$ cat src/hw/rtl/arpc_pkg.sv
// shared types and constants of the arp cache table
// request/response payloads, controller/datapath command and status, kind codes
package arpc_pkg;

  localparam int unsigned EntriesDefault = 16;

  localparam int unsigned IpW    = 32;
  localparam int unsigned MacW   = 48;
  localparam int unsigned StampW = 32;
  localparam int unsigned SlotW  = 4;
  localparam int unsigned KindW  = 3;
  localparam int unsigned StaleW = 16;
  localparam int unsigned CountW = 5;

  localparam logic [StaleW-1:0] StaleTimeReset = 16'd15;
  localparam logic [CountW-1:0] StaleCountMax  = 5'd31;

  localparam logic [KindW-1:0] KIND_INSERT = 3'd0;
  localparam logic [KindW-1:0] KIND_LOOKUP = 3'd1;
  localparam logic [KindW-1:0] KIND_READ   = 3'd2;
  localparam logic [KindW-1:0] KIND_TICK   = 3'd3;
  localparam logic [KindW-1:0] KIND_SWEEP  = 3'd4;

  typedef struct packed {
    logic [KindW-1:0] kind;
    logic [IpW-1:0]   ip_addr;
    logic [MacW-1:0]  mac_addr;
    logic [SlotW-1:0] entry_index;
  } arpc_req_t;

  typedef struct packed {
    logic              hit;
    logic [SlotW-1:0]  found_index;
    logic [MacW-1:0]   mac_out;
    logic              dropped;
    logic [CountW-1:0] stale_count;
  } arpc_rsp_t;

  typedef struct packed {
    logic [IpW-1:0]    ip;
    logic [MacW-1:0]   mac;
    logic [StampW-1:0] stamp;
  } arpc_entry_t;

  typedef struct packed {
    logic load;
    logic tick;
    logic ins_step;
    logic walk_step;
    logic rd_issue;
    logic rd_capture;
  } arpc_cmd_t;

  typedef struct packed {
    logic ins_done;
    logic walk_done;
  } arpc_sts_t;

endpackage

$ cat src/hw/rtl/arpc_ctrl.sv
// controller state machine of the arp cache table
// depends on arpc_pkg; drives arpc_datapath through arpc_cmd_t
module arpc_ctrl (
  input  logic                            clk_i,
  input  logic                            rst_ni,
  input  logic                            start,
  output logic                            busy,
  input  logic [arpc_pkg::KindW-1:0]      kind_i,
  input  arpc_pkg::arpc_sts_t             sts_i,
  output arpc_pkg::arpc_cmd_t             cmd_o,
  output logic                            done_o
);
  import arpc_pkg::*;

  localparam logic [2:0] S_IDLE    = 3'd0;
  localparam logic [2:0] S_INS     = 3'd1;
  localparam logic [2:0] S_WALK    = 3'd2;
  localparam logic [2:0] S_RD_ISS  = 3'd3;
  localparam logic [2:0] S_RD_DATA = 3'd4;
  localparam logic [2:0] S_DONE    = 3'd5;

  logic [2:0] state_q, state_d;

  always_comb begin
    state_d = state_q;
    cmd_o   = '0;
    unique case (state_q)
      S_IDLE: begin
        if (start) begin
          cmd_o.load = 1'b1;
          unique case (kind_i) inside
            KIND_INSERT: state_d = S_INS;
            KIND_LOOKUP, KIND_SWEEP: state_d = S_WALK;
            KIND_READ: state_d = S_RD_ISS;
            KIND_TICK: begin
              cmd_o.tick = 1'b1;
              state_d    = S_DONE;
            end
            default: state_d = S_DONE;
          endcase
        end
      end
      S_INS: begin
        cmd_o.ins_step = 1'b1;
        if (sts_i.ins_done) state_d = S_DONE;
      end
      S_WALK: begin
        cmd_o.walk_step = 1'b1;
        if (sts_i.walk_done) state_d = S_DONE;
      end
      S_RD_ISS: begin
        cmd_o.rd_issue = 1'b1;
        state_d        = S_RD_DATA;
      end
      S_RD_DATA: begin
        cmd_o.rd_capture = 1'b1;
        state_d          = S_DONE;
      end
      S_DONE: state_d = S_IDLE;
      default: state_d = S_IDLE;
    endcase
  end

  always_ff @(posedge clk_i or negedge rst_ni) begin
    if (!rst_ni) begin
      state_q <= S_IDLE;
    end else begin
      state_q <= state_d;
    end
  end

  assign busy   = (state_q != S_IDLE);
  assign done_o = (state_q == S_DONE);

endmodule

$ cat src/hw/rtl/arpc_datapath.sv
// datapath of the arp cache table: entry memory, valid bits, clock and walk pipeline
// depends on arpc_pkg; commanded by arpc_ctrl
module arpc_datapath #(
  parameter int unsigned Entries = arpc_pkg::EntriesDefault
) (
  input  logic                              clk_i,
  input  logic                              rst_ni,
  input  arpc_pkg::arpc_req_t               req_i,
  input  logic                              cfg_we_i,
  input  logic [arpc_pkg::StaleW-1:0]       cfg_wdata_i,
  input  arpc_pkg::arpc_cmd_t               cmd_i,
  output arpc_pkg::arpc_sts_t               sts_o,
  output arpc_pkg::arpc_rsp_t               rsp_o
);
  import arpc_pkg::*;

  localparam int unsigned IdxW = (Entries > 1) ? $clog2(Entries) : 1;
  localparam int unsigned CntW = $clog2(Entries + 1);
  localparam logic [IdxW-1:0] LastIdx = IdxW'(Entries - 1);
  localparam logic [CntW-1:0] EntCnt  = CntW'(Entries);

  // entry memory, one write and one registered read port
  arpc_entry_t mem_q [Entries];
  arpc_entry_t rd_data_q;
  logic        wr_en, rd_en;
  logic [IdxW-1:0] wr_addr, rd_addr;
  arpc_entry_t wr_data;

  logic [Entries-1:0] valid_q, valid_d;
  logic [StampW-1:0]  seconds_q, seconds_d;
  logic [StaleW-1:0]  stale_time_q;
  logic [CntW-1:0]    iss_q, iss_d;
  logic [IdxW-1:0]    cmp_q, cmp_d;
  logic               cmp_vld_q, cmp_vld_d;
  arpc_req_t          req_q, req_d;
  arpc_rsp_t          rsp_q, rsp_d;

  logic [IdxW-1:0]   scan_idx;
  logic              scan_free;
  logic              is_lookup, is_sweep;
  logic              ip_match, too_old, in_range;
  logic [StampW-1:0] age;

  assign scan_idx  = iss_q[IdxW-1:0];
  assign scan_free = !valid_q[scan_idx];
  assign is_lookup = (req_q.kind == KIND_LOOKUP);
  assign is_sweep  = (req_q.kind == KIND_SWEEP);
  assign ip_match  = valid_q[cmp_q] && (rd_data_q.ip == req_q.ip_addr);
  assign age       = seconds_q - rd_data_q.stamp;
  assign too_old   = valid_q[cmp_q] && (age > {{(StampW-StaleW){1'b0}}, stale_time_q});
  assign in_range  = (32'(req_q.entry_index) < 32'(Entries));

  assign sts_o.ins_done  = scan_free || (scan_idx == LastIdx);
  assign sts_o.walk_done = cmp_vld_q && ((is_lookup && ip_match) || (cmp_q == LastIdx));

  always_comb begin
    valid_d   = valid_q;
    seconds_d = seconds_q;
    iss_d     = iss_q;
    cmp_d     = cmp_q;
    cmp_vld_d = cmp_vld_q;
    req_d     = req_q;
    rsp_d     = rsp_q;
    wr_en     = 1'b0;
    wr_addr   = scan_idx;
    wr_data   = '{ip: req_q.ip_addr, mac: req_q.mac_addr, stamp: seconds_q};
    rd_en     = 1'b0;
    rd_addr   = scan_idx;

    if (cmd_i.load) begin
      req_d     = req_i;
      rsp_d     = '0;
      iss_d     = '0;
      cmp_vld_d = 1'b0;
    end

    if (cmd_i.tick) seconds_d = seconds_q + 32'd1;

    if (cmd_i.ins_step) begin
      if (scan_free) begin
        wr_en              = 1'b1;
        valid_d[scan_idx]  = 1'b1;
        rsp_d.hit          = 1'b1;
        rsp_d.found_index  = SlotW'(scan_idx);
        rsp_d.mac_out      = req_q.mac_addr;
      end else if (scan_idx == LastIdx) begin
        rsp_d.dropped = 1'b1;
      end else begin
        iss_d = iss_q + CntW'(1);
      end
    end

    if (cmd_i.walk_step) begin
      // issue stage: one slot address per cycle
      if (iss_q < EntCnt) begin
        rd_en     = 1'b1;
        cmp_d     = scan_idx;
        cmp_vld_d = 1'b1;
        iss_d     = iss_q + CntW'(1);
      end else begin
        cmp_vld_d = 1'b0;
      end
      // compare stage on the slot read last cycle
      if (cmp_vld_q) begin
        if (is_lookup && ip_match) begin
          rsp_d.hit         = 1'b1;
          rsp_d.found_index = SlotW'(cmp_q);
          rsp_d.mac_out     = rd_data_q.mac;
        end
        if (is_sweep && too_old) begin
          valid_d[cmp_q] = 1'b0;
          if (rsp_q.stale_count != StaleCountMax) begin
            rsp_d.stale_count = rsp_q.stale_count + CountW'(1);
          end
        end
      end
    end

    if (cmd_i.rd_issue) begin
      rd_en   = 1'b1;
      rd_addr = IdxW'(req_q.entry_index);
    end

    if (cmd_i.rd_capture) begin
      rsp_d.mac_out = in_range ? rd_data_q.mac : '0;
    end
  end

  always_ff @(posedge clk_i or negedge rst_ni) begin
    if (!rst_ni) begin
      valid_q      <= '0;
      seconds_q    <= '0;
      stale_time_q <= StaleTimeReset;
      iss_q        <= '0;
      cmp_vld_q    <= 1'b0;
    end else begin
      valid_q   <= valid_d;
      seconds_q <= seconds_d;
      iss_q     <= iss_d;
      cmp_vld_q <= cmp_vld_d;
      if (cfg_we_i) stale_time_q <= cfg_wdata_i;
    end
  end

  always_ff @(posedge clk_i) begin
    req_q <= req_d;
    rsp_q <= rsp_d;
    cmp_q <= cmp_d;
  end

  always_ff @(posedge clk_i) begin
    if (wr_en) mem_q[wr_addr] <= wr_data;
    if (rd_en) rd_data_q <= mem_q[rd_addr];
  end

  assign rsp_o = rsp_q;

endmodule

$ cat src/hw/rtl/arp_cache_table.sv
// top level of the arp cache table
// depends on arpc_pkg, arpc_ctrl and arpc_datapath
//
// A request is taken at a rising edge with start high and busy low; busy stays
// high until the result has been shown. The result is shown on rsp_o while done_o
// is high for exactly one cycle and is taken at the edge ending that cycle; the
// receiver has no way to hold it off, and every request gives exactly one result.
// The stale time register is written whenever cfg_we_i is high; the user must
// write it only while idle, which the block itself does not enforce. busy falls
// in the cycle after the result, when the next request can be taken. Insert
// scans the valid bits one slot per cycle and stops at the lowest free slot.
// Lookup and sweep walk one slot per cycle through the single read port of the
// entry memory; lookup stops at the first hit, and sweep visits every slot.
// Reset clears every valid bit and the seconds counter, and sets the stale time
// to 15; the stored addresses and stamps keep whatever they hold.
module arp_cache_table #(
  parameter int unsigned Entries = arpc_pkg::EntriesDefault
) (
  input  logic                            clk_i,
  input  logic                            rst_ni,
  input  logic                            start,
  output logic                            busy,
  input  arpc_pkg::arpc_req_t             req_i,
  output logic                            done_o,
  output arpc_pkg::arpc_rsp_t             rsp_o,
  input  logic                            cfg_we_i,
  input  logic [arpc_pkg::StaleW-1:0]     cfg_wdata_i
);
  import arpc_pkg::*;

  arpc_cmd_t cmd;
  arpc_sts_t sts;

  arpc_ctrl u_ctrl (
    .clk_i  (clk_i),
    .rst_ni (rst_ni),
    .start  (start),
    .busy   (busy),
    .kind_i (req_i.kind),
    .sts_i  (sts),
    .cmd_o  (cmd),
    .done_o (done_o)
  );

  arpc_datapath #(
    .Entries (Entries)
  ) u_dp (
    .clk_i       (clk_i),
    .rst_ni      (rst_ni),
    .req_i       (req_i),
    .cfg_we_i    (cfg_we_i),
    .cfg_wdata_i (cfg_wdata_i),
    .cmd_i       (cmd),
    .sts_o       (sts),
    .rsp_o       (rsp_o)
  );

endmodule

$ cat config.mk
export PLATFORM = sky130hd
export DESIGN_NAME = arp_cache_table
export DESIGN_NICKNAME = d
export VERILOG_FILES = /design/src/hw/rtl/arpc_pkg.sv /design/src/hw/rtl/arpc_ctrl.sv /design/src/hw/rtl/arpc_datapath.sv /design/src/hw/rtl/arp_cache_table.sv
export SDC_FILE = /design/constraint.sdc
export NUM_CORES = 2
export LEC_CHECK = 0
export BUFFER_PORTS_ARGS = -buffer_cell sky130_fd_sc_hd__buf_2
export CAP_MARGIN = 20
export CORE_MARGIN = 2
export CORE_UTILIZATION = 59
export CTS_BUF_LIST = sky130_fd_sc_hd__clkbuf_2
export DETAILED_ROUTE_END_ITERATION = 7
export GPL_TIMING_DRIVEN = 0
export PLACE_DENSITY = 0.75
export SLEW_MARGIN = 10
export SYNTH_ARGS = -nofsm -noshare
export SYNTH_HDL_FRONTEND = slang
export SYNTH_SLANG_ARGS = --single-unit
$ cat constraint.sdc
create_clock -name clk_i -period 17.45 [get_ports clk_i]
set_clock_uncertainty 0.15 [all_clocks]
set_input_delay 0.8725 -clock clk_i [delete_from_list [all_inputs] [get_ports clk_i]]
set_output_delay 0.8725 -clock clk_i [all_outputs]
set_load 0.05 [all_outputs]
==> flow_summary.toml <==
[clock_network]
cts.sinks = 2127
cts_buffer_depth = 4
cts_tree = "done"
cts_hold_buf = 242
clock-root-buffer = "clkbuf_2"
h-tree-depth = 6
clkTransAtPathRegs_ns = 0.11
cts_inserted_buffers = 540
cts_setup_buffers = 0
clk_latency_ns = 1.75
cts_resized = 0

[sta]
whs_ns = 0.180
rsz0062_at_grt = "false"
hold_viol_final = 0
setup_violations = 0
finalSetupTns_ns = 0
fmax_mhz = 187
fin_crit_sh = 0.307
relSlewSlack = 0.205
drv_slew = 0
period_needed_ns = 5.36
worst_pin_slew_ns = 1.19

[pwr]
p_sw_frac = 0.327
powerDensity_nw_per_um2 = 139
p_switching_w = 0.00431
leakage_nw = 32.7
seq_power_share = 0.479
clockPowerShare = 0.254
max-vdd-ir-drop_v = 0.000127
cell_internal_pwr_w = 0.00888
p_comb_frac = 0.267

[floorplan]
initial_core_util = 0.595
die_y_um = 379
coreArea_um2 = 140000
ios = 168
rows = 137
die_x_um = 379
dieArea_um2 = 144000

[route]
ant_nets = 0
vias_per_cell = 6.17
drc_errors = 0
drt_first_iter_violations = 5450
totalWireLength_um = 201000
drtPass1Iterations = 8
wl_per_cell_um = 26.6
routed-via-count = 46500

[synth]
synthArstFlopShare = 0.0343
synth-xor-area-share = 0.00875
avgSynthCellArea_um2 = 19.4
muxShareOfSynthArea = 0.126
postSynthCellCount = 4280
synth_most_common_cell = "edfxtp_1"
synthSimpleGateAreaFrac = 0.0460
ys_types = 81
yosysTopAreaCell = "edfxtp_1"
ys.flop_type = "edfxtp_1"
netlist_area_um2 = 83100
synth_compound_area_frac = 0.0378
synth_fa_ha_area_frac = 0.00850
synth-edff-count = 1995
synth_top_area_frac = 0.721
ys_seq_area_frac = 0.758
synth_top_family_by_area = "multiplexers"
synth_warnings = 0
synth_area_leaders = "edfxtp_1, mux4_2, dfrtp_1, nand2_1, dfxtp_1"
syn_nets = 4442
yosys-top-cells-count = "edfxtp_1, mux4_2, nand2_1, a31oi_1, clkbuf_1"
ys_ff_latch = 2127

[place]
postPlaceCellArea_um2 = 87700
dpl.cell_count = 6385
dp_hpwl_um = 120000
port_buffers = 167
finalWeightedCongestion = 0.827

[setup_path]
crit_type = "reg2reg"
cp-end-kind = "register"
cp_max_fo = 20
worstSetupStartpointType = "register"
worstPathArrival_ns = 6.80
cp.required_ns = 18.89

[finish]
final_cells = 7542
final_nets = 5456
syn2layout_area_growth_pct = 14.4
fillerInstances = 9028
drive_gt1_frac = 0.292
final_area_um2 = 95000

[status]
run_status = "completed"

[grt]
grt_usage = 0.283
grt_pass1_wl_um = 294000
antenna_found_initial = 6
grt_max_degree = 58
grt_pass1_vias = 47800
grt_overflow = 0

[min_path]
hold_path.class = "in2async"

[flow_run]
maxCapViolations = 0
[metal layers]
metal | GRT usage | up-vias | share of wire
met4 | 0.103 | 8 | 0.026
met3 | 0.0684 | 421 | 0.11
met1 | 0.383 | 23600 | 0.38
met5 | 0 | - | 0.00027
met2 | 0.452 | 2872 | 0.49
li1 | - | 19700 | -
[state kept, by name, indices dropped and copies added, names as in the netlist]
signal             count
u_dp.mem_q          1792
u_dp.rd_data_q       112
u_dp.req_q            87
u_dp.rsp_o            59
u_dp.seconds_q        32
u_dp.stale_time_q     16
u_dp.valid_q          16
u_dp.iss_q             5
u_dp.cmp_q             4
u_ctrl.state_q         3
u_dp.cmp_vld_q         1
[cell type report]
| type | instances | area, um^2 | area share |
|---|---|---|---|
| Sequential cell | 2127 | 62900 | 0.662 |
| Buffer | 229 | 1070 | 0.0113 |
| Timing Repair Buffer | 472 | 4650 | 0.0490 |
| Inverter | 64 | 245 | 0.00258 |
| Clock inverter | 145 | 1000 | 0.0106 |
| Tap cell | 1876 | 2350 | 0.0247 |
| Multi-Input combinational cell | 1860 | 18900 | 0.199 |
| Antenna cell | 8 | 20.0 | 0.000211 |
| Clock buffer | 761 | 3810 | 0.0401 |
[kinds of logic after synthesis]
family | Yosys count
adder cells (fa/ha/maj) | 56
buffers and inverters | 293
AND/OR/NAND/NOR | 800
AO/OA/AOI/OAI | 452
flip-flops | 2127
multiplexers | 469
XOR/XNOR | 83
[power by group through the flow]
stage	Clock, W	Sequential (W)	Combinational (W)
final	0.00334	0.00632	0.00352
after global routing	0.00365	0.00636	0.00374
after CTS	0.00339	0.00631	0.00352
after detailed placement	0	0.00643	0.00346
after global placement	0	0.00646	0.00334
after floorplan	0	0.00657	0.00217
[cell usage in the layout (no fill, tap or decap), types with 63 or more instances in the layout]
master,n
nand2_1,366
mux4_2,458
edfxtp_1,1995
buf_2,232
a31oi_1,162
inv_1,63
dfrtp_1,69
dlygate4sd3_1,242
and2_1,114
clkinv_1,107
nand3_1,68
clkbuf_2,765
a211oi_1,114
clkbuf_1,127
nor2_1,118
[worst max-delay path, stage by stage (launching register included)]
cell and delay (ns):
dfrtp_1 0.75, inv_1 0.19, ha_1 0.32, fa_1 0.43, nand2b_1 0.19, a21oi_2 0.21
nor2_1 0.10, o21ai_0 0.26, a31oi_1 0.15, xnor2_1 0.21, ha_1 0.27, nand2_1 0.08
nor2_1 0.06, nor4b_1 0.15, a221oi_1 0.26, o21ai_0 0.18, a2111o_1 0.39, nor4_1 0.24
nand4_1 0.17, buf_6 0.21, buf_8 0.18, a31oi_4 0.16
[stage by stage]
| stage | util | total power, W | setup WS [ns] |
|---|---|---|---|
| after global routing | 0.681 | 0.0138 | 11.74 |
| final | 0.681 | 0.0132 | 12.09 |
| after detailed placement | 0.629 | 0.00989 | 12.15 |
| after CTS | 0.680 | 0.0132 | 12.12 |
| after floorplan | - | 0.00873 | 9.75 |
| after global placement | 0.618 | 0.00980 | 3.84 |
[worst paths after layout]
check / start / end / slack [ns] / depth (start not counted)
setup / recovery: u_dp.seconds_q[0]$_DFFE_PN0P_ / u_dp.valid_q[1]$_DFF_PN0_ / 12.09 / 21
hold / removal: rst_ni / u_dp.stale_time_q[4]$_DFFE_PN0P_ / 0.18 / 3
setup reg to reg: u_dp.seconds_q[0]$_DFFE_PN0P_ / u_dp.valid_q[1]$_DFF_PN0_ / 12.09 / 21
hold reg to reg: u_dp.rd_data_q[55]$_DFFE_PP_ / u_dp.rsp_o[29]$_DFF_P_ / 0.31 / 2
max in group asynchronous: rst_ni / u_dp.seconds_q[10]$_DFFE_PN0P_ / 16.06 / 4
min in group clk_i: req_i[84] / u_dp.seconds_q[0]$_DFFE_PN0P_ / 0.21 / 5
Note: power is estimated with default switching activity, not from simulation.
